===== src/tilt_pkg.sv =====
// ----------------------------------------------------------------------------
// tilt_pkg
// Shared types, constants and rotation helper for the tilt angle pipeline.
// ----------------------------------------------------------------------------
package tilt_pkg;

   // Number of micro-rotations in each angle chain (at most ATAN_ENTRIES)
   localparam int ANGLE_ITERATIONS = 16;
   localparam int ATAN_ENTRIES     = 25;

   // Square root: one result bit per cell
   localparam int SQRT_STEPS = 32;
   localparam int RAD_W      = 32;
   localparam int ROOT_W     = 32;
   localparam int REM_W      = 33;

   // Rotation datapath widths
   localparam int CORDIC_W = 44;
   localparam int ANGLE_W  = 33;
   localparam int IDX_W    = 5;

   // Angle constants in hundredths of a degree and in binary turn units
   localparam logic signed [15:0] CDEG_HALF    = 16'sd18000;
   localparam logic signed [15:0] CDEG_QUARTER = 16'sd9000;
   localparam logic signed [ANGLE_W-1:0] TURN_HALF = 33'sd2147483648;
   localparam logic [15:0] CDEG_PER_TURN = 16'd36000;

   // atan(2^-i) in units of 2^32 per full turn
   localparam logic signed [ANGLE_W-1:0] ATAN_TABLE [ATAN_ENTRIES] = '{
      33'sd536870912, 33'sd316933406, 33'sd167458907, 33'sd85004756, 33'sd42667331,
      33'sd21354465,  33'sd10679838,  33'sd5340245,   33'sd2670163,  33'sd1335087,
      33'sd667544,    33'sd333772,    33'sd166886,    33'sd83443,    33'sd41722,
      33'sd20861,     33'sd10430,     33'sd5215,      33'sd2608,     33'sd1304,
      33'sd652,       33'sd326,       33'sd163,       33'sd81,       33'sd41
   };

   // Beat moving through the square root cells
   typedef struct packed {
      logic                vld;
      logic signed [15:0]  ax;
      logic signed [15:0]  ay;
      logic signed [15:0]  az;
      logic [RAD_W-1:0]    rad;
      logic [REM_W-1:0]    rem;
      logic [ROOT_W-1:0]   root;
   } sqrt_beat_type;

   // One atan2 lane
   typedef struct packed {
      logic signed [CORDIC_W-1:0] x;
      logic signed [CORDIC_W-1:0] y;
      logic signed [ANGLE_W-1:0]  z;
      logic                       spec;
      logic signed [15:0]         spec_cdeg;
   } cordic_lane_type;

   // Beat moving through the rotation cells
   typedef struct packed {
      logic            vld;
      cordic_lane_type pitch;
      cordic_lane_type roll;
   } cordic_beat_type;

   // One vectoring micro-rotation toward y = 0
   function automatic cordic_lane_type cordic_rotate(input cordic_lane_type lane,
                                                     input logic [IDX_W-1:0] idx);
      cordic_lane_type            res;
      logic signed [CORDIC_W-1:0] xs;
      logic signed [CORDIC_W-1:0] ys;
      res = lane;
      xs  = lane.x >>> idx;
      ys  = lane.y >>> idx;
      if (!lane.y[CORDIC_W-1]) begin
         res.x = lane.x + ys;
         res.y = lane.y - xs;
         res.z = lane.z + ATAN_TABLE[idx];
      end else begin
         res.x = lane.x - ys;
         res.y = lane.y + xs;
         res.z = lane.z - ATAN_TABLE[idx];
      end
      return res;
   endfunction

endpackage


===== src/tilt_cordic_cell.sv =====
// ----------------------------------------------------------------------------
// tilt_cordic_cell
// One micro-rotation for both the pitch and the roll lane.
// ----------------------------------------------------------------------------
module tilt_cordic_cell (
   input  logic                       clock,
   input  logic                       reset,
   input  logic                       adv,
   input  logic [tilt_pkg::IDX_W-1:0] step_idx,
   input  tilt_pkg::cordic_beat_type  up_beat,
   output tilt_pkg::cordic_beat_type  dn_beat
);
   import tilt_pkg::*;

   cordic_beat_type beat_ff;
   cordic_beat_type beat_in;

   // Rotate both lanes by this cell's fixed angle
   always_comb begin
      beat_in       = up_beat;
      beat_in.pitch = cordic_rotate(up_beat.pitch, step_idx);
      beat_in.roll  = cordic_rotate(up_beat.roll, step_idx);
   end

   // Advance the beat to the neighbor
   always_ff @(posedge clock) begin
      if (reset) begin
         beat_ff.vld <= 1'b0;
      end else if (adv) begin
         beat_ff <= beat_in;
      end
   end

   assign dn_beat = beat_ff;

endmodule


===== config.mk =====
export PLATFORM = sky130hd
export DESIGN_NAME = tilt_cordic_cell
export DESIGN_NICKNAME = d
export VERILOG_FILES = /design/src/tilt_pkg.sv /design/src/tilt_cordic_cell.sv
export SDC_FILE = /design/constraint.sdc
export NUM_CORES = 2
export LEC_CHECK = 0
export BUFFER_PORTS_ARGS = -buffer_cell sky130_fd_sc_hd__buf_2
export CORE_MARGIN = 2
export CORE_UTILIZATION = 25
export DETAILED_ROUTE_END_ITERATION = 8
export HOLD_SLACK_MARGIN = 0.08
export PLACE_DENSITY_LB_ADDON = 0.12
export SYNTH_ARGS = -nofsm -noshare
export SYNTH_HDL_FRONTEND = slang
export SYNTH_SLANG_ARGS = --single-unit

===== constraint.sdc =====
create_clock -name clock -period 32.2 [get_ports clock]
set_clock_uncertainty 0.1 [all_clocks]
set_input_delay 8.05 -clock clock [delete_from_list [all_inputs] [get_ports clock]]
set_output_delay 8.05 -clock clock [all_outputs]
set_load 0.05 [all_outputs]

Word level (Yosys, flattened, before mapping)
Memory sizes are Yosys's and may differ from the RTL's.
Cells that the tools add are included.

word-level totals
  logic and storage cells = 36
  memories kept = 1
  register bits = 277
  output and inout bits = 277
  ROM bits = 1056

cells by class
  add/subtract/negate cells = 12
  bitwise logic cells = 2
  mux-type cells = 4
  reduce and logical (&&, ||, !) cells = 1
  magnitude comparators = 1
  shifts and indexed selects = 4

memories
  name             depth  bits a word  read ports  clocked after Yosys merged registers in  write ports  RTL line        source
  (no name shown)  32     33           1           0                                        0            tilt_pkg.sv:80  res.z = lane.z - ATAN_TABLE[idx];

operator list
  cell                                         number
  two-way mux 121 bit                          2
  adder 44 bit                                 4
  >>> shifter 44 x 5 -> 44 bit                 4
  subtractor 44 bit                            4
  adder 33 bit                                 2
  two-way mux 33 bit                           2
  subtractor 33 bit                            2
  >= comparator 6 bit (second input constant)  1
  NOT 5 -> 6 bit                               1
  AND reduction 2 bit                          1
  NOT 1 bit                                    1

Longest topological paths before layout
  word-level depth = 6
  depth in mapped cells = 35
  depth with buffers taken out = 27

Worst setup path after synthesis
Ideal clock, no wire load.

  path type = input port to flip-flop
  start point = in reset
  end point = reg beat_ff (netlist bit dn_beat[0]), enable pin
  slack = 10894 ps
  library setup time = 956 ps
  data required time = 31144 ps
  stages on the path = 1
  data arrival time = 20250 ps
  cell sequence = nor2b_1

between the ends
  longest elaborated chain between the ends = 2

RTL lines
  what                                  RTL line                source
  from (decl)                           tilt_cordic_cell.sv:7   input logic reset,
  NOT 1 bit (no source line)            -
  AND reduction 2 bit (no source line)  -
  to (signal assigned)                  tilt_cordic_cell.sv:30  beat_ff <= beat_in;
  to (decl)                             tilt_cordic_cell.sv:15  cordic_beat_type beat_ff;

No other way between the ends.
A chain may end at the register's enable or synchronous reset.

==> impl_metrics.py <==
metrics = {
    "clocking": {
        "clkSlewWorstSetupHoldPaths_ps": 50,
        "clock-root-buffer": "clkbuf_16",
        "tritoncts": "done",
        "clock-sinks": 277,
        "cts_hold_buf": 0,
        "cts_resized": 0,
        "postCtsSetupRepairBufs": 0,
        "cts_max_path_buffers": 3,
        "clk_latency_ps": 620,
        "htreeDepth": 2,
        "numCtsBuffers": 40,
    },
    "cells_and_area": {
        "fin_util_pct": 28.82,
        "mostFrequentLayoutCell": "buf_2",
        "drive_gt1_share_pct": 23.11,
        "layout.nets": 5209,
        "postLayoutCellArea_um2": 45480,
        "final_cell_mix": "buf_2 (554), a21oi_1 (382), nor2_1 (312)",
        "largest_reg_flops": 277,
        "syn2layout_area_growth_pct": 14.77,
    },
    "global_routing": {
        "grt_overflow": 0,
        "grtUsageTotal_pct": 22.35,
        "grt_pass1_vias": 36820,
        "grt_pass1_wl_um": 269000,
        "antenna_found_initial": 23,
        "grt_max_degree": 137,
    },
    "logic_synthesis": {
        "synth-seq-area-share_pct": 20.96,
        "synthesis.nets": 4818,
        "yosysUniqueCellTypes": 99,
        "yosys.area.top_type_share_pct": 20.91,
        "synth-edff-count": 276,
        "synth_top_cells_by_area": "edfxtp_1 (21%), mux4_2 (15%), ha_1 (8.4%)",
        "async_reset_ff_share_pct": 0,
        "synth_area_leader_cell": "edfxtp_1",
        "synth.cell_area_um2": 39630,
        "syn_area_per_cell_um2": 9.302,
        "synth_ff_type": "edfxtp_1",
        "synth_warnings": 0,
        "ys_ff_latch": 277,
        "synthCells": 4260,
    },
    "worst_hold_path": {
        "min_path_cells": 2,
        "min_path_type": "reg2reg",
    },
    "drt": {
        "wirelength_um": 188400,
        "drtAntennaViolNets": 0,
        "drt-wirelength-per-cell_um": 27.84,
        "vias": 38120,
        "dr.pass1.iters": 8,
        "drtIter0Drc": 3846,
        "drcViolationCount": 0,
        "vias_per_cell": 5.634,
    },
    "sta": {
        "finalWorstSetupSlack_ps": 15820,
        "fmax_ghz": 0.06105,
        "relSlewSlack_pct": 5.796,
        "maxSlewViolCount": 0,
        "finalSetupTns_ps": 0,
        "finalSetupViolations": 0,
        "worstMarginPinSlew_ps": 1413,
        "finalHoldViolations": 0,
        "rsz0062_at_grt": "no",
        "whs_ps": 403.0,
        "period_share_pct": 50.87,
        "min_period_ps": 16380,
    },
    "place": {
        "placed_cell_area_um2": 44160,
        "place_ws_ps": 15370,
        "dp_hpwl_um": 149100,
        "place.port_buffers": 561,
        "gp_congestion": 0.9540,
    },
    "worst_setup_path": {
        "crit_path_start": "step_idx[3]",
        "critPathLaunchType": "primary input",
        "r2r_slack_ps": 31520,
        "crit_arrival_ps": 16640,
        "crit_required_ps": 32460,
        "r2r_start": "dn_beat[276]",
        "endpoint": "dn_beat[229]",
        "worstReg2RegEnd": "dn_beat[276]",
        "worst-setup-path-type": "in2reg",
        "r2r_cells": 2,
        "cp-end-kind": "register",
        "worstPathMaxFanout": 70,
    },
    "die": {
        "num_rows": 146,
        "initial_core_util_pct": 25.11,
        "die_h_um": 402.1,
        "core_area_um2": 157800,
        "die_area_um2": 161700,
        "ioPinCount": 562,
        "dieWidth_um": 402.1,
    },
    "power": {
        "peakVddDrop_uv": 36.99,
        "p_leak_uw": 0.01810,
        "power_density_nw_per_um2": 48.60,
    },
    "run_status": {
        "outcome": "completed",
    },
    "run": {
        "cap_violations": 0,
    },
}
final cells by class:
type | count | area, µm²
inverters | 91 | 344.1
clock inverters | 23 | 229.0
diodes | 13 | 32.53
fillers | 16930 | 112400
repair buffers | 614 | 3289
flip-flops and latches | 277 | 8308
clock buffers | 50 | 1059
well taps | 2072 | 2592
multi-input cells | 3627 | 29630
per-layer routing:
metal  up-vias  part of all wire (%)  GRT usage (%)
met2      1736                    44          33.97
met3       337                   7.7          4.813
met4        10                   4.0          8.284
met1     18730                    45          30.91
li1      17310                     -              -
met5         -                 0.039              0
cells by family after synthesis:
kind of cell,share of synthesized area [%]
buf+inv,4.360
fa+ha+maj,8.733
simple gates,14.15
compound gates,21.92
flops,20.96
xor+xnor,8.354
mux,21.51
synth_stat cells (113+ instances only):
library cell  instances
a21o_1              142
a21oi_1             382
clkbuf_1            113
edfxtp_1            276
ha_1                267
mux2i_1             182
mux4_2              257
nand2_1             296
nor2_1              314
o21ai_0             209
xnor2_1             235
xor2_1              143
through the flow:
stage | std cells | power (µW)
3_3_place_gp | 6681 | 1771
2_1_floorplan | 4260 | 1404
6_report | 6767 | 2210
3_5_place_dp | 6681 | 1761
5_1_grt | 6759 | 2343
4_1_cts | 6754 | 2230
worst min path at each step:
stage | endpoint | slack (ps) | start
final | dn_beat[276] | 400 | dn_beat[276]
after floorplan | dn_beat[276] | 630 | dn_beat[276]
after global routing | dn_beat[276] | 430 | dn_beat[276]
after global placement | dn_beat[276] | 380 | dn_beat[276]
after CTS | dn_beat[276] | 410 | dn_beat[276]
after detailed placement | dn_beat[276] | 390 | dn_beat[276]
report_power, final:
group          total [µW]  leakage, µW  internal [µW]  switching [µW]
registers             512      0.00260            493            18.3
clock network         446     0.000616            259             188
logic                1250       0.0149            426             826
critical path: stages:
cell and delay, ps:
buf_6 420, buf_4 730, buf_4 840, nor3b_2 300, buf_4 270, a22o_1 260
a221oi_1 1090, nand2_1 300, nor3b_2 390, nor2b_1 320, a31oi_1 140, xnor2_1 220
ha_1 390, nand2_1 60, o21ai_0 300, o21ai_0 140, a31oi_1 260, o21ai_0 300
o21ai_0 510, a31oi_1 210, o21ai_0 370, nand3_1 210, o31ai_1 290, xor2_1 110
(Power assumes the default switching activity.)
