### src/tilt_pkg.sv
// ----------------------------------------------------------------------------
// tilt_pkg
// Shared types, constants and rotation helper for the tilt angle pipeline.
// ----------------------------------------------------------------------------
package tilt_pkg;

   // Number of micro-rotations in each angle chain (at most ATAN_ENTRIES)
   localparam int ANGLE_ITERATIONS = 16;
   localparam int ATAN_ENTRIES     = 25;

   // Square root: one result bit per cell
   localparam int SQRT_STEPS = 32;
   localparam int RAD_W      = 32;
   localparam int ROOT_W     = 32;
   localparam int REM_W      = 33;

   // Rotation datapath widths
   localparam int CORDIC_W = 44;
   localparam int ANGLE_W  = 33;
   localparam int IDX_W    = 5;

   // Angle constants in hundredths of a degree and in binary turn units
   localparam logic signed [15:0] CDEG_HALF    = 16'sd18000;
   localparam logic signed [15:0] CDEG_QUARTER = 16'sd9000;
   localparam logic signed [ANGLE_W-1:0] TURN_HALF = 33'sd2147483648;
   localparam logic [15:0] CDEG_PER_TURN = 16'd36000;

   // atan(2^-i) in units of 2^32 per full turn
   localparam logic signed [ANGLE_W-1:0] ATAN_TABLE [ATAN_ENTRIES] = '{
      33'sd536870912, 33'sd316933406, 33'sd167458907, 33'sd85004756, 33'sd42667331,
      33'sd21354465,  33'sd10679838,  33'sd5340245,   33'sd2670163,  33'sd1335087,
      33'sd667544,    33'sd333772,    33'sd166886,    33'sd83443,    33'sd41722,
      33'sd20861,     33'sd10430,     33'sd5215,      33'sd2608,     33'sd1304,
      33'sd652,       33'sd326,       33'sd163,       33'sd81,       33'sd41
   };

   // Beat moving through the square root cells
   typedef struct packed {
      logic                vld;
      logic signed [15:0]  ax;
      logic signed [15:0]  ay;
      logic signed [15:0]  az;
      logic [RAD_W-1:0]    rad;
      logic [REM_W-1:0]    rem;
      logic [ROOT_W-1:0]   root;
   } sqrt_beat_type;

   // One atan2 lane
   typedef struct packed {
      logic signed [CORDIC_W-1:0] x;
      logic signed [CORDIC_W-1:0] y;
      logic signed [ANGLE_W-1:0]  z;
      logic                       spec;
      logic signed [15:0]         spec_cdeg;
   } cordic_lane_type;

   // Beat moving through the rotation cells
   typedef struct packed {
      logic            vld;
      cordic_lane_type pitch;
      cordic_lane_type roll;
   } cordic_beat_type;

   // One vectoring micro-rotation toward y = 0
   function automatic cordic_lane_type cordic_rotate(input cordic_lane_type lane,
                                                     input logic [IDX_W-1:0] idx);
      cordic_lane_type            res;
      logic signed [CORDIC_W-1:0] xs;
      logic signed [CORDIC_W-1:0] ys;
      res = lane;
      xs  = lane.x >>> idx;
      ys  = lane.y >>> idx;
      if (!lane.y[CORDIC_W-1]) begin
         res.x = lane.x + ys;
         res.y = lane.y - xs;
         res.z = lane.z + ATAN_TABLE[idx];
      end else begin
         res.x = lane.x - ys;
         res.y = lane.y + xs;
         res.z = lane.z - ATAN_TABLE[idx];
      end
      return res;
   endfunction

endpackage

### src/tilt_angle_out.sv
// ----------------------------------------------------------------------------
// tilt_angle_out
// Scale turn units to hundredths of a degree, round, clamp and hold result.
// ----------------------------------------------------------------------------
module tilt_angle_out (
   input  logic                      clock,
   input  logic                      reset,
   input  logic                      adv,
   input  tilt_pkg::cordic_beat_type up_beat,
   output logic                      out_vld,
   output logic signed [14:0]        pitch_cdeg,
   output logic signed [15:0]        roll_cdeg
);
   import tilt_pkg::*;

   typedef struct packed {
      logic [47:0]        prod;
      logic               neg;
      logic               spec;
      logic signed [15:0] spec_cdeg;
   } scaled_type;

   logic                vld1_ff;
   scaled_type          pitch1_ff, pitch1_in;
   scaled_type          roll1_ff, roll1_in;
   logic                vld2_ff;
   logic signed [14:0]  pitch2_ff, pitch2_in;
   logic signed [15:0]  roll2_ff, roll2_in;
   logic signed [16:0]  pitch_a;
   logic signed [16:0]  roll_a;

   function automatic scaled_type scale_lane(input cordic_lane_type lane);
      scaled_type                res;
      logic signed [ANGLE_W-1:0] mag;
      mag           = lane.z[ANGLE_W-1] ? -lane.z : lane.z;
      res.prod      = mag[31:0] * CDEG_PER_TURN;
      res.neg       = lane.z[ANGLE_W-1];
      res.spec      = lane.spec;
      res.spec_cdeg = lane.spec_cdeg;
      return res;
   endfunction

   function automatic logic signed [16:0] round_lane(input scaled_type s);
      logic [47:0]        rsum;
      logic signed [16:0] mag;
      rsum = s.prod + 48'h0000_8000_0000;
      mag  = {1'b0, rsum[47:32]};
      if (s.spec) begin
         return {s.spec_cdeg[15], s.spec_cdeg};
      end
      return s.neg ? -mag : mag;
   endfunction

   // Scale magnitudes by hundredths of a degree per turn
   always_comb begin
      pitch1_in = scale_lane(up_beat.pitch);
      roll1_in  = scale_lane(up_beat.roll);
   end

   // Round, restore sign, clamp pitch and fold roll onto (-18000, 18000]
   always_comb begin
      pitch_a = round_lane(pitch1_ff);
      roll_a  = round_lane(roll1_ff);
      if (pitch_a > 17'(CDEG_QUARTER)) begin
         pitch2_in = 15'(CDEG_QUARTER);
      end else if (pitch_a < -17'(CDEG_QUARTER)) begin
         pitch2_in = -15'(CDEG_QUARTER);
      end else begin
         pitch2_in = pitch_a[14:0];
      end
      if (roll_a > 17'(CDEG_HALF) || roll_a <= -17'(CDEG_HALF)) begin
         roll2_in = CDEG_HALF;
      end else begin
         roll2_in = roll_a[15:0];
      end
   end

   // Hold control state
   always_ff @(posedge clock) begin
      if (reset) begin
         vld1_ff <= 1'b0;
         vld2_ff <= 1'b0;
      end else if (adv) begin
         vld1_ff <= up_beat.vld;
         vld2_ff <= vld1_ff;
      end
   end

   // Advance payload
   always_ff @(posedge clock) begin
      if (adv) begin
         pitch1_ff <= pitch1_in;
         roll1_ff  <= roll1_in;
         pitch2_ff <= pitch2_in;
         roll2_ff  <= roll2_in;
      end
   end

   assign out_vld    = vld2_ff;
   assign pitch_cdeg = pitch2_ff;
   assign roll_cdeg  = roll2_ff;

endmodule

### config.mk
export PLATFORM = sky130hd
export DESIGN_NAME = tilt_angle_out
export DESIGN_NICKNAME = d
export VERILOG_FILES = /design/src/tilt_pkg.sv /design/src/tilt_angle_out.sv
export SDC_FILE = /design/constraint.sdc
export NUM_CORES = 1
export LEC_CHECK = 0
export BUFFER_PORTS_ARGS = -buffer_cell sky130_fd_sc_hd__buf_2
export CORE_MARGIN = 4
export CORE_UTILIZATION = 30
export CTS_CLUSTER_SIZE = 24
export DETAILED_ROUTE_END_ITERATION = 8
export GPL_TIMING_DRIVEN = 0
export PLACE_DENSITY_LB_ADDON = 0.25
export SETUP_SLACK_MARGIN = 0.1
export SKIP_LAST_GASP = 1
export SLEW_MARGIN = 30
export SYNTH_ARGS = -nofsm -noshare
export SYNTH_HDL_FRONTEND = slang
export SYNTH_SLANG_ARGS = --single-unit
### constraint.sdc
create_clock -name clock -period 11.9 [get_ports clock]
set_clock_uncertainty 0.15 [all_clocks]
set_input_delay 0.595 -clock clock [delete_from_list [all_inputs] [get_ports clock]]
set_output_delay 0.595 -clock clock [all_outputs]
set_load 0.02 [all_outputs]
### Word-level counts from Yosys, hierarchy flattened

Cells that the tools add are included.

* input port bits: 280
* output and inout bits: 32
* logic and storage cells: 38
* register bits: 155

* $add $sub $neg: 6
* multiplexer cells: 11
* order comparisons: 4
* multipliers: 2
* reductions and logical operators: 2

Operators by type and width (number)
* 17-bit two-way mux: 6
* 48-bit by 32-bit adder with 48-bit output (second input constant): 2
* 32-bit by 11-bit multiplier with 43-bit output (second input constant): 2
* 32-bit two-way mux: 2
* 32-bit negator: 2
* 16-bit negator with 17-bit output: 2
* 17-bit by 15-bit greater-than comparator with 1-bit output (second input constant): 1
* 17-bit by 16-bit greater-than comparator with 1-bit output (second input constant): 1
* 17-bit by 16-bit <= comparator with 1-bit output (second input constant): 1
* 17-bit by 15-bit < comparator with 1-bit output (second input constant): 1
* 15-bit two-way mux: 1
* 1-bit two-way mux: 2
* 2-bit OR reduction: 1
* 1-bit logical OR: 1

### Logic depth before layout (Yosys ltp)

* depth after elaboration: 6
* mapped depth: 26
* mapped depth without buffers: 26

### Least setup slack after synthesis

OpenSTA, ideal clock, no wires.

* kind: input-to-reg
* start: input up_beat[163] in the netlist's numbering
* end: register pitch1_ff[63] in the netlist's numbering (data pin)
* setup time: 0.279 ns
* setup slack: 4.233 ns
* stages on the path: 24
* data arrival time: 7.239 ns
* required time: 11.471 ns
* path buffers: 0
* path through: or4_1 -> or3_1 -> o41ai_1 -> o21ai_0 -> o31ai_1 -> xnor2_1 -> ha_1 -> ha_1 -> fa_1 -> fa_1 -> inv_1 -> fa_1 -> inv_1 -> ha_1 -> nand3_1 -> nor2_1 -> o31ai_1 -> or2_2 -> o31a_1 -> a21boi_0 -> a311oi_1 -> o31ai_1 -> o21a_1 -> o311ai_0

RTL lines
* start: declaration: RTL line tilt_angle_out.sv:9 `input tilt_pkg::cordic_beat_type up_beat,`
* end signal: assignment: RTL line tilt_angle_out.sv:92 `pitch1_ff <= pitch1_in;`
* end: declaration: RTL line tilt_angle_out.sv:24 `scaled_type pitch1_ff, pitch1_in;`

==> metrics.md <==
| Metric | Value |
|---|---|
| Setup TNS Final | `0 ps` |
| Max Freq | `115 MHz` |
| Non-filler cells, final | `2725` |
| Syn_nets | `2598` |
| Asr flop ratio synth | `0%` |
| Setup WS pre-CTS | `~2900 ps` |
| Flop pwr share | `about an eighth` |
| Die width | `about 250 um` |
| Hold WC Path Type | `input pin to flop` |
| Peak supply drop | `116 uV` |
| FF-to-FF setup slack | `7440 ps` |
| Max cap viols | `0` |
| Reg2reg start | `roll1_ff[49]` |
| Routability congestion estimate | `0.822` |
| DR vias | `13000` |
| Overflow after GRT | `0` |
| Cells after Synth | `1808` |
| Crit. Startpoint | `up_beat[160]` |
| Final nets | `2745` |
| DP Cell Count | `between 2000 and 3000` |
| Maximum level of the CTS H-tree | `3` |
| Combinational share of power | `81.1%` |
| First-pass GRT wire length | `65.8 mm` |
| Fin. Hold Viols | `0` |
| Die ar. | `62400 um^2` |
| Clock Pin Slew Worst Setup and Hold Paths | `approximately 80 ps` |
| Leak | `9.32 nW` |
| CP max FO | `5` |
| Post-synth EDFFs | `a little over 100` |
| DR pass1 iterations | `5` |
| Initial Utilization | `30.3%` |
| Synth Cell Area | `17500 um^2` |
| Endpoint type of the worst setup path | `flop` |
| Slew @ Worst Pin | `862 ps` |
| Power Total | `approximately 5.1 mW` |
| Startpoint Class | `input pin` |
| Initial antenna violation count | `0` |
| Tcrit/Tclk final | `approximately 73%` |
| Top layer in use | `met4` |
| Post-CTS sizing | `0` |
| Met3 WL | `between 800 and 900 um` |
| Sw Pwr | `2.55 mW` |
| RSZ-0062 raised after global routing | `false` |
| Setup violators final | `0` |
| Vias/cell | `4.76` |
| Synthesized area per cell | `approximately 9.7 um^2` |
| Area delta synth->final | `11.1%` |
| Clock tree buffer depth | `2` |
| Final ANT Viol Nets | `0` |
| Sink Count | `roughly 100` |
| Routed WL | `39.2 mm` |
| Port Buf Inserts | `135` |
| Relative slew slack | `41.7%` |
| Die height | `250 um` |
| Pwr Density | `262 nW/um^2` |
| Hpwl dp | `around 34 mm` |
| Root Buffer | `clkbuf_16` |
| Netlist cell types | `88` |
| WP data required | `about 12000 ps` |
| N_diodes | `0` |
| Crit path capture | `pitch1_ff[63]` |
| Switch share | `50.0%` |
| Layout cells sized above 1 | `10.0%` |
| GRT Overall Usage | `12.4%` |
| Sequential fraction of the synthesis area | `17.5%` |
| DR WL/cell | `14.4 um` |
| Final WS setup | `3220 ps` |
| Register bit total from synthesis | `103` |
| IO Count | `312` |
| Synth warnings | `0` |
| Row count | `88` |
| Largest net degree at the start of global routing | `62` |
| Clk pwr share | `5.7%` |
| Metal-1 WL | `18.9 mm` |
| Number of global-route vias before repair | `13300` |
| Max-slew violations | `0` |
| Internal | `around 2.6 mW` |
| Cts bufs inserted | `9` |
| 1st-iter DRT viols | `around 440` |
| Hold_ws | `241 ps` |
| Final min period | `about 8700 ps` |
| Reg2reg end | `roll_cdeg[2]` |
| Worst Setup Path Type | `input pin to flop` |
| DRC violation count after routing | `0` |
| CTS tree | `built` |
| Met2 wire len | `19.1 mm` |
| Primary FF master, synth | `edfxtp_1` |
| Post-CTS setup buffers | `0` |
| Status | `finished clean` |
| Worst-skew pair later-pin latency | `approximately 370 ps` |
| FILL cells | `5923` |
| R2R cell count | `13` |
| Arr. time, crit path | `8620 ps` |
| Core area | `57800 um^2` |
| CTS Hold Bufs | `0` |
-- metal layers --
metal  vias to the layer above  track usage, %
met3                        19           0.927
met5                         -               0
met2                       144            22.0
met1                      6237            16.9
li1                       6571               -
met4                         0            2.33
-- cells by family after synthesis --
group	after synthesis	synth area share [%]
xor+xnor	136	6.80
simple gates	370	11.2
fa+ha+maj	510	43.3
mux	18	1.07
buf+inv	382	8.40
compound gates	289	11.7
flops	103	17.5
-- per-stage QoR --
step	utilization [%]	area, um^2
2_1_floorplan	-	17500
3_5_place_dp	33.2	19200
5_1_grt	33.7	19500
3_3_place_gp	33.1	19200
6_report	33.7	19500
4_1_cts	33.7	19500
-- worst min path at each step --
stage / from / endpoint / slack [ps] / cells after the start
finish: reset / vld1_ff / 240 / 2
global placement: out_vld / out_vld / 320 / 2
floorplan: vld1_ff / vld1_ff / 310 / 2
global route: reset / out_vld / 230 / 2
detailed placement: vld1_ff / vld1_ff / 340 / 2
CTS: reset / vld1_ff / 220 / 2
-- state kept, by name (all words and copies together), names as in the netlist --
register	cells
out_vld	1
roll1_ff	35
vld1_ff	1
pitch1_ff	35
pitch_cdeg	15
roll_cdeg	16
-- layout make-up --
cell class	instances	area, um^2	area share [%]
buffer	40	189	0.970
multi-input combinational	1323	13000	66.6
timing repair buffer	136	709	3.64
tap	765	957	4.91
clock buffer	10	229	1.18
inverter	342	1280	6.59
sequential	103	3070	15.8
clock inverter	6	55.1	0.283
-- power groups by stage --
stage	registers [mW]	logic [mW]	clock network (mW)
4_1_cts	0.677	4.23	0.301
3_3_place_gp	0.682	4.12	0
2_1_floorplan	0.693	3.21	0
3_5_place_dp	0.685	4.18	0
5_1_grt	0.687	4.83	0.315
6_report	0.675	4.14	0.290
-- layout by cell type, fill, tap and decap left out, types with 16 or more instances in the layout --
cell	n
a21o_1	28
buf_2	145
edfxtp_1	101
a21oi_1	47
inv_1	339
xnor2_1	99
xor2_1	37
nand4_1	16
o31ai_1	24
fa_1	160
nor2_1	74
nor4_1	17
nand2_1	81
nor3_1	34
or4_1	16
or3_1	21
o21ai_0	48
clkbuf_1	22
nand3_1	27
ha_1	350
-- worst max-delay path, stage by stage --
cell and delay (ps):
buf_2 120, nor4_1 430, nand2_1 190, or3_1 360
o41ai_1 580, o21ai_0 390, o31ai_1 420, xnor2_1 390
ha_1 360, ha_1 320, fa_1 510, fa_1 550
inv_1 60, fa_1 530, inv_1 40, ha_1 330
nand3_1 100, nor2_1 120, o31ai_1 100, or2_2 280
o31a_1 150, a21boi_0 410, a311oi_1 240, o31ai_1 600
o21a_1 310, o311ai_0 130
-- synthesized netlist by cell type, drive strengths merged, types with 35 or more instances --
library cell  count  area share, %
inv             340            7.3
nor2             75            1.6
o21ai            56            1.6
a21oi            47            1.3
nor3             35            1.0
xnor2            99            4.9
ha              350             25
nand2            83            1.9
edfxtp          101             17
xor2             37            1.8
fa              160             18
Power figures use the tool's default switching activity.
