--- src/tilt_pkg.sv ---
// ----------------------------------------------------------------------------
// tilt_pkg
// Shared types, constants and rotation helper for the tilt angle pipeline.
// ----------------------------------------------------------------------------
package tilt_pkg;

   // Number of micro-rotations in each angle chain (at most ATAN_ENTRIES)
   localparam int ANGLE_ITERATIONS = 16;
   localparam int ATAN_ENTRIES     = 25;

   // Square root: one result bit per cell
   localparam int SQRT_STEPS = 32;
   localparam int RAD_W      = 32;
   localparam int ROOT_W     = 32;
   localparam int REM_W      = 33;

   // Rotation datapath widths
   localparam int CORDIC_W = 44;
   localparam int ANGLE_W  = 33;
   localparam int IDX_W    = 5;

   // Angle constants in hundredths of a degree and in binary turn units
   localparam logic signed [15:0] CDEG_HALF    = 16'sd18000;
   localparam logic signed [15:0] CDEG_QUARTER = 16'sd9000;
   localparam logic signed [ANGLE_W-1:0] TURN_HALF = 33'sd2147483648;
   localparam logic [15:0] CDEG_PER_TURN = 16'd36000;

   // atan(2^-i) in units of 2^32 per full turn
   localparam logic signed [ANGLE_W-1:0] ATAN_TABLE [ATAN_ENTRIES] = '{
      33'sd536870912, 33'sd316933406, 33'sd167458907, 33'sd85004756, 33'sd42667331,
      33'sd21354465,  33'sd10679838,  33'sd5340245,   33'sd2670163,  33'sd1335087,
      33'sd667544,    33'sd333772,    33'sd166886,    33'sd83443,    33'sd41722,
      33'sd20861,     33'sd10430,     33'sd5215,      33'sd2608,     33'sd1304,
      33'sd652,       33'sd326,       33'sd163,       33'sd81,       33'sd41
   };

   // Beat moving through the square root cells
   typedef struct packed {
      logic                vld;
      logic signed [15:0]  ax;
      logic signed [15:0]  ay;
      logic signed [15:0]  az;
      logic [RAD_W-1:0]    rad;
      logic [REM_W-1:0]    rem;
      logic [ROOT_W-1:0]   root;
   } sqrt_beat_type;

   // One atan2 lane
   typedef struct packed {
      logic signed [CORDIC_W-1:0] x;
      logic signed [CORDIC_W-1:0] y;
      logic signed [ANGLE_W-1:0]  z;
      logic                       spec;
      logic signed [15:0]         spec_cdeg;
   } cordic_lane_type;

   // Beat moving through the rotation cells
   typedef struct packed {
      logic            vld;
      cordic_lane_type pitch;
      cordic_lane_type roll;
   } cordic_beat_type;

   // One vectoring micro-rotation toward y = 0
   function automatic cordic_lane_type cordic_rotate(input cordic_lane_type lane,
                                                     input logic [IDX_W-1:0] idx);
      cordic_lane_type            res;
      logic signed [CORDIC_W-1:0] xs;
      logic signed [CORDIC_W-1:0] ys;
      res = lane;
      xs  = lane.x >>> idx;
      ys  = lane.y >>> idx;
      if (!lane.y[CORDIC_W-1]) begin
         res.x = lane.x + ys;
         res.y = lane.y - xs;
         res.z = lane.z + ATAN_TABLE[idx];
      end else begin
         res.x = lane.x - ys;
         res.y = lane.y + xs;
         res.z = lane.z - ATAN_TABLE[idx];
      end
      return res;
   endfunction

endpackage

--- src/tilt_sqrt_cell.sv ---
// ----------------------------------------------------------------------------
// tilt_sqrt_cell
// One digit step of the restoring integer square root.
// ----------------------------------------------------------------------------
module tilt_sqrt_cell (
   input  logic                   clock,
   input  logic                   reset,
   input  logic                   adv,
   input  tilt_pkg::sqrt_beat_type up_beat,
   output tilt_pkg::sqrt_beat_type dn_beat
);
   import tilt_pkg::*;

   sqrt_beat_type      beat_ff;
   sqrt_beat_type      beat_in;
   logic [REM_W+1:0]   rem_sh;
   logic [REM_W+1:0]   trial;
   logic [REM_W+1:0]   diff;
   logic               take;

   // Bring down two radicand bits and try the next root bit
   always_comb begin
      rem_sh  = {up_beat.rem, up_beat.rad[RAD_W-1 -: 2]};
      trial   = {1'b0, up_beat.root, 2'b01};
      diff    = rem_sh - trial;
      take    = (rem_sh >= trial);
      beat_in = up_beat;
      beat_in.rad  = {up_beat.rad[RAD_W-3:0], 2'b00};
      beat_in.rem  = take ? diff[REM_W-1:0] : rem_sh[REM_W-1:0];
      beat_in.root = {up_beat.root[ROOT_W-2:0], take};
   end

   // Advance the beat to the neighbor
   always_ff @(posedge clock) begin
      if (reset) begin
         beat_ff.vld <= 1'b0;
      end else if (adv) begin
         beat_ff <= beat_in;
      end
   end

   assign dn_beat = beat_ff;

endmodule

--- config.mk ---
export PLATFORM = sky130hd
export DESIGN_NAME = tilt_sqrt_cell
export DESIGN_NICKNAME = d
export VERILOG_FILES = /design/src/tilt_pkg.sv /design/src/tilt_sqrt_cell.sv
export SDC_FILE = /design/constraint.sdc
export NUM_CORES = 1
export LEC_CHECK = 0
export ABC_AREA = 1
export BUFFER_PORTS_ARGS = -buffer_cell sky130_fd_sc_hd__buf_2
export CAP_MARGIN = 20
export CORE_MARGIN = 2
export CORE_UTILIZATION = 35
export CTS_CLUSTER_DIAMETER = 30
export DETAILED_ROUTE_END_ITERATION = 7
export PLACE_DENSITY = 0.62
export SYNTH_ARGS = -nofsm -noshare
export SYNTH_HDL_FRONTEND = slang
export SYNTH_SLANG_ARGS = --single-unit
--- constraint.sdc ---
create_clock -name clock -period 7.45 [get_ports clock]
set_input_delay 1.1175 -clock clock [delete_from_list [all_inputs] [get_ports clock]]
set_output_delay 1.1175 -clock clock [all_outputs]
set_load 0.02 [all_outputs]
After elaboration in Yosys (flattened, before gate mapping). Cells that the tools add are included.

Add/sub/neg operators: 1. Order comparisons: 1. Multiplexer cells: 1. Bitwise gates (word level): 1. Reductions and logical operators: 1.

Operators by type and width (number): $ge 35x34->1 (1); $mux 33 (1); $sub 33x33->33 (1); $reduce_and 2->1 (1); $not 1->1 (1).

Bits in registers: 144. Bits of input ports: 149.

Longest topological paths before layout. Gate-level depths: netlist of run 1.

Depth in word-level cells: 2. Gate-level depth with buffers: 16.

Worst setup path after synthesis of run 1. Ideal clock, no wire load.

Path type: input port to flip-flop. From: input port adv. To: register beat_ff, in the netlist dn_beat[0] (enable). Arrival time: 7.169 ns. Required time: 6.798 ns. Setup slack: -0.371 ns. Stages on the path: 2. Buffers on the path: 0. Cells stage by stage: inv_1 > nor2_1.

Word-level cells in the longest chain between the ends: 1.

Ends and longest elaborated chain: from (decl) (line tilt_sqrt_cell.sv:8) `input logic adv,`; $reduce_and 2->1 (no source line); to (signal assigned) (line tilt_sqrt_cell.sv:38) `beat_ff <= beat_in;`; to (decl) (line tilt_sqrt_cell.sv:14) `sqrt_beat_type beat_ff;`.

Every way passes these cells. A chain may end at the register's enable or synchronous reset.

==> results of run 1 <==
-- critical path, stage by stage --
cell and delay, ns:
buf_2 0.09, inv_1 0.04, ha_1 0.36, nand2_1 0.12
inv_2 0.07, nand2_2 0.08, nor2_2 0.12, nand4_1 0.14
nand3_1 0.21, nand2_2 0.09, nand2_4 0.34, inv_4 0.24
nand2_1 0.12, nand2_1 0.06
-- cell usage in the layout (no fill, tap or decap), types with 3 or more instances in the layout --
| master | instances |
|---|---|
| inv_6 | 6 |
| edfxtp_1 | 143 |
| xor2_1 | 14 |
| buf_2 | 292 |
| clkinvlp_4 | 3 |
| nor3_1 | 9 |
| nand3b_1 | 10 |
| inv_1 | 149 |
| a21oi_1 | 22 |
| and2_1 | 7 |
| nand3_1 | 39 |
| nor2_2 | 5 |
| nand2_1 | 329 |
| inv_2 | 11 |
| nor2_1 | 38 |
| clkbuf_16 | 17 |
| ha_1 | 34 |
| nand4_1 | 4 |
-- area by class of cell --
| cell class | instances | share of cell area [%] |
|---|---|---|
| antenna | 2 | 0.05073 |
| sequential | 144 | 43.73 |
| timing repair buffer | 293 | 15.02 |
| inverter | 161 | 6.151 |
| clock buffer | 17 | 4.312 |
| clock inverter | 14 | 1.471 |
| tap | 275 | 3.488 |
| multi-input combinational | 524 | 25.78 |
-- through the flow --
step | cell area (um2) | cells | util, % | worst slack (ns)
3_5_place_dp | 9290 | 1397 | 44.05 | 3.923
2_1_floorplan | 7531 | 837 | - | 2.141
3_3_place_gp | 9290 | 1397 | 44.05 | 3.941
6_report | 9866 | 1430 | 46.78 | 4.391
5_1_grt | 9866 | 1430 | 46.78 | 4.118
4_1_cts | 9861 | 1428 | 46.76 | 4.348
-- logic make-up after synthesis --
kind of cell    after synthesis  synth area share [%]
other cells                   1               0.04984
xor+xnor                     14                 1.630
simple gates                448                 24.49
flops                       144                 57.33
fa+ha+maj                    34                 5.654
compound gates               26                 1.829
buf+inv                     169                 9.012
-- worst paths after layout --
path / start / endpoint / slack [ns] / cells after the start
worst max register to register: dn_beat[145] / dn_beat[145] / 6.90 / 2
worst max-delay path: up_beat[16] / dn_beat[53] / 4.39 / 14
worst min-delay path: dn_beat[145] / dn_beat[145] / 0.46 / 2
worst min register to register: dn_beat[145] / dn_beat[145] / 0.46 / 2
-- power by group through the flow --
stage	Sequential [mW]	Combinational, mW	Clock, mW
2_1_floorplan	1.08	0.212	0
3_3_place_gp	1.00	0.452	0
3_5_place_dp	1.00	0.458	0
4_1_cts	0.984	0.460	0.860
5_1_grt	0.988	0.509	0.890
6_report	0.983	0.453	0.839
-- per-layer routing --
layer	part of all wire [%]	GRT usage [%]	up-vias
met5	0	0	-
met4	2.1	5.607	0
met3	6.6	4.455	26
met2	51	35.07	206
met1	40	21.96	2764
li1	-	-	3249
==> impl_metrics.csv, run 1 <==
group,metric,value,unit
power_and_ir_drop,p_leak,5.025,nW
final_layout,nNetsFinal,1324,
place,port_buffers,292,
yosys,synth_edf_count,143,
power_and_ir_drop,p_int,1.587,mW
power_and_ir_drop,vdd_ir_drop_max,0.1411,mV
yosys,synth_top_cell_area_share,57.07,%
final_layout,regArea,0.004314,mm2
route,drtIter0Drc,364,
timing,rsz0062_at_grt,"false",
power_and_ir_drop,p_switching,0.6887,mW
place,gp_congestion,0.9240,
hold_path,hp-class,"reg2reg",
clocking,clock-sinks,144,
route,drtPass1Iterations,5,
yosys,synth_cells,836,
die,start_util,35.68,%
status,outcome,"finished, final reports clean",
die,die_height,150.6,um
setup_path,cp_max_fo,36,
clocking,cts_buffers,17,
timing,fmax,326.9,MHz
clocking,htreeDepth,4,
power_and_ir_drop,p_seq_share,43.2,%
setup_path,path_class,"in2reg",
power_and_ir_drop,powerDensity,230.7,mW/mm2
yosys,ys_top_cells_by_count,"329 x nand2_1, 149 x inv_1, 143 x edfxtp_1",
power_and_ir_drop,clkPwrFrac,36.9,%
yosys,synthTopCellsByArea,"edfxtp_1 57%, nand2_1 16%, inv_1 7.4%, ha_1 5.7%, nand3_1 2.6%",
final_layout,multiInputGateArea,0.002544,mm2
die,rows,53,
timing,hold_violations,0,
timing,drv_slew,0,
power_and_ir_drop,finalPower,2.276,mW
die,ios,295,
route,num_vias,6245,
route,drc,0,
setup_path,critPathArrivalTime,3.22,ns
clocking,clock_latency,0.43,ns
route,antenna_left,0,
die,die_x,150.6,um
setup_path,endpoint_kind,"flip-flop",
clocking,tritoncts,"built",
timing,timing.slew.headroom,46.53,%
yosys,syn_area,0.007525,mm2
timing,period_needed,3.059,ns
yosys,ys_seq_area_share,57.33,%
final_layout,area.growth.synth_to_final,31.11,%
global_route,grt_pass1_wl,32.51,mm
timing,tns,0,ns
clocking,cts_resized,0,
global_route,grt_antenna_before_repair,2,
timing,clock_skew,0,ns
die,die_area,0.02269,mm2
final_layout,largest_reg_flops,144,
yosys,synth_top_area_cell,"edfxtp_1",
setup_path,cp.required,7.61,ns
timing,setup_violations,0,
place,dp_hpwl,17.39,mm
yosys,syn-mean-instance-area,9.001,um2
yosys,yosys_warnings,0,
final_layout,fill_cells,2122,
timing,worstMarginPinSlew,0.8021,ns
setup_path,cp-start-kind,"input port",
flow_run,cap_violations,0,
yosys,synthArstFlopShare,0,%
global_route,grt_use_total,19.06,%
route,wl_per_cell,15.36,um
yosys,synth.most_common_cell,"nand2_1",
global_route,grt_pass1_vias,6256,
yosys,synth_seq_cells,144,
final_layout,drive_gt1_share,30.10,%
timing,hold_slack,0.4566,ns
clocking,cts_max_path_buffers,2,
clocking,cts_root_buf,"clkbuf_16",
power_and_ir_drop,sw_frac_of_total,30.26,%
route,routed_wl,21.96,mm
route,via_per_inst,4.367,
yosys,synth.distinct_cells,28,
clocking,post_cts_buffers,0,
global_route,grt_max_degree,144,
die,coreArea,0.02109,mm2
clocking,postCtsHoldBufs,0,
yosys,synth_ff_type,"edfxtp_1",
timing,finalCritPeriodShare,41.06,%
clocking,clk_pin_slew,0.07,ns
global_route,overflow,0,
power_and_ir_drop,comb_power_share,19.9,%
Note: power is estimated with default switching activity, not from simulation.
==> inputs of run 2 (changes only) <==
==> constraint.sdc (replaced) <==
create_clock -name clock -period 2.5 [get_ports clock]
set_input_delay 0.375 -clock clock [delete_from_list [all_inputs] [get_ports clock]]
set_output_delay 0.375 -clock clock [all_outputs]
set_load 0.02 [all_outputs]
==> impl_metrics.csv, run 2 (same netlist as run 1, synthesis figures left out) <==
group,metric,value,unit
timing,fmax,501.1,MHz
hold_path,holdPathEnd,"dn_beat[123]",
clocking,tritoncts,"built",
power_and_ir_drop,clkPwrFrac,37.4,%
clocking,post_cts_buffers,0,
die,die_area,0.02269,mm2
route,routed_wl,21.95,mm
place,dp_hpwl,17.56,mm
setup_path,endpoint_kind,"flip-flop",
flow_run,cap_violations,0,
power_and_ir_drop,p_leak,5.056,nW
final_layout,layout_commonest_cell,"nand2_1",
setup_path,reg2reg_from,"dn_beat[145]",
power_and_ir_drop,p_switching,2.100,mW
timing,clock_skew,0,ns
power_and_ir_drop,powerDensity,688.4,mW/mm2
global_route,grt_pass1_vias,6174,
route,wl_per_cell,15.28,um
power_and_ir_drop,p_seq_share,42.7,%
global_route,grt_use_total,19.09,%
hold_path,hp-class,"in2reg",
route,drtPass1Iterations,4,
hold_path,min_from,"up_beat[123]",
global_route,grt_pass1_wl,32.55,mm
timing,finalCritPeriodShare,79.83,%
power_and_ir_drop,sw_frac_of_total,30.68,%
clocking,clock-sinks,144,
clocking,cts_resized,0,
setup_path,cp_max_fo,19,
route,antenna_left,0,
final_layout,largest_reg_flops,144,
global_route,grt_antenna_before_repair,1,
die,ios,295,
clocking,clock_latency,0.42,ns
timing,hold_violations,0,
setup_path,reg2reg_depth,2,
timing,period_needed,1.996,ns
clocking,cts_buffers,17,
status,outcome,"finished, final reports clean",
power_and_ir_drop,vdd_ir_drop_max,0.4230,mV
hold_path,hold_depth,1,
clocking,cts_root_buf,"clkbuf_16",
final_layout,finalNonFillerCells,1437,
final_layout,layout_common_cells,"329 x nand2_1, 292 x buf_2, 148 x inv_1, 143 x edfxtp_1, 39 x nand3_1",
place,dpl.cell_count,1402,
setup_path,critPathArrivalTime,2.17,ns
timing,drv_slew,0,
power_and_ir_drop,p_int,4.746,mW
place,port_buffers,292,
final_layout,area.growth.synth_to_final,32.17,%
final_layout,drive_gt1_share,30.46,%
timing,hold_slack,0.1208,ns
setup_path,cp-start-kind,"input port",
setup_path,r2r_end,"dn_beat[145]",
route,drtIter0Drc,286,
setup_path,r2r_setup_slack,1.93,ns
die,rows,53,
die,die_x,150.6,um
route,via_per_inst,4.382,
clocking,cts_max_path_buffers,2,
global_route,grt_max_degree,52,
final_layout,fill_cells,2121,
final_layout,postLayoutCoreUtil,47.16,%
power_and_ir_drop,comb_power_share,19.9,%
clocking,htreeDepth,4,
setup_path,cp.required,2.68,ns
final_layout,nNetsFinal,1329,
die,die_height,150.6,um
die,coreArea,0.02109,mm2
place,gp_congestion,0.9294,
route,drc,0,
route,num_vias,6297,
timing,rsz0062_at_grt,"false",
clocking,clk_pin_slew,0.07,ns
die,start_util,35.68,%
setup_path,path_class,"in2reg",
clocking,postCtsHoldBufs,0,
timing,setup_violations,0,
global_route,overflow,0,
-- run 2: cell count changes in the layout (fill, tap and decap cells not counted), sizes merged --
cell	change
diode	+1
clkinvlp	+1
clkbuf	+1
clkinv	-1
buf	+5
-- run 2: routing by layer --
| layer | global-route usage [%] | share of wire [%] | vias to the layer above |
|---|---|---|---|
| li1 | - | - | 3262 |
| met1 | 22.18 | 40 | 2804 |
| met2 | 35.48 | 52 | 210 |
| met3 | 3.455 | 6.0 | 21 |
| met4 | 5.935 | 1.7 | 0 |
| met5 | 0 | 0 | - |
-- run 2: power by group through the flow --
stage	combinational (mW)	clock, mW	sequential, mW
4_1_cts	1.38	2.61	2.93
5_1_grt	1.52	2.70	2.94
3_5_place_dp	1.37	0	2.98
2_1_floorplan	0.633	0	3.22
6_report	1.36	2.56	2.92
3_3_place_gp	1.36	0	2.98
-- run 2: worst max-delay path by stage --
stage	depth (start not counted)	from	slack (ns)	end
floorplan	2	adv	-0.42	dn_beat[0]
global placement	16	up_beat[8]	0.05	dn_beat[59]
detailed placement	16	up_beat[8]	0.06	dn_beat[59]
CTS	16	up_beat[8]	0.49	dn_beat[59]
global route	14	up_beat[5]	0.36	dn_beat[51]
finish	16	up_beat[8]	0.50	dn_beat[51]
-- run 2: critical path: stages --
cell and delay [ns]:
buf_2 0.08, inv_1 0.04, ha_1 0.34, nand2_1 0.17
inv_2 0.05, nand2_1 0.06, nand2_1 0.09, inv_2 0.07
nand2_1 0.05, nand2_1 0.08, nand3_1 0.17, nand2_2 0.13
nand2_4 0.06, buf_4 0.20, nand3_1 0.13, nand2_1 0.06
-- run 2: final cells by class --
cell class              instances  area, um2  area share, %
well taps                     275      344.1          3.460
repair buffers                298       1544          15.52
clock inverters                14      143.9          1.447
diodes                          3      7.507        0.07548
clock buffers                  18      429.2          4.315
inverters                     161      619.3          6.227
flip-flops and latches        144       4314          43.38
multi-input cells             524       2544          25.58
-- run 2: stage by stage --
step / setup TNS [ns] / setup slack, ns / power (mW) / area (um2)
2_1_floorplan: -60.08 / -0.4201 / 3.853 / 7548
3_3_place_gp: 0 / 0.04946 / 4.341 / 9365
3_5_place_dp: 0 / 0.05836 / 4.351 / 9365
4_1_cts: 0 / 0.4896 / 6.915 / 9938
5_1_grt: 0 / 0.3645 / 7.164 / 9941
6_report: 0 / 0.5043 / 6.846 / 9946
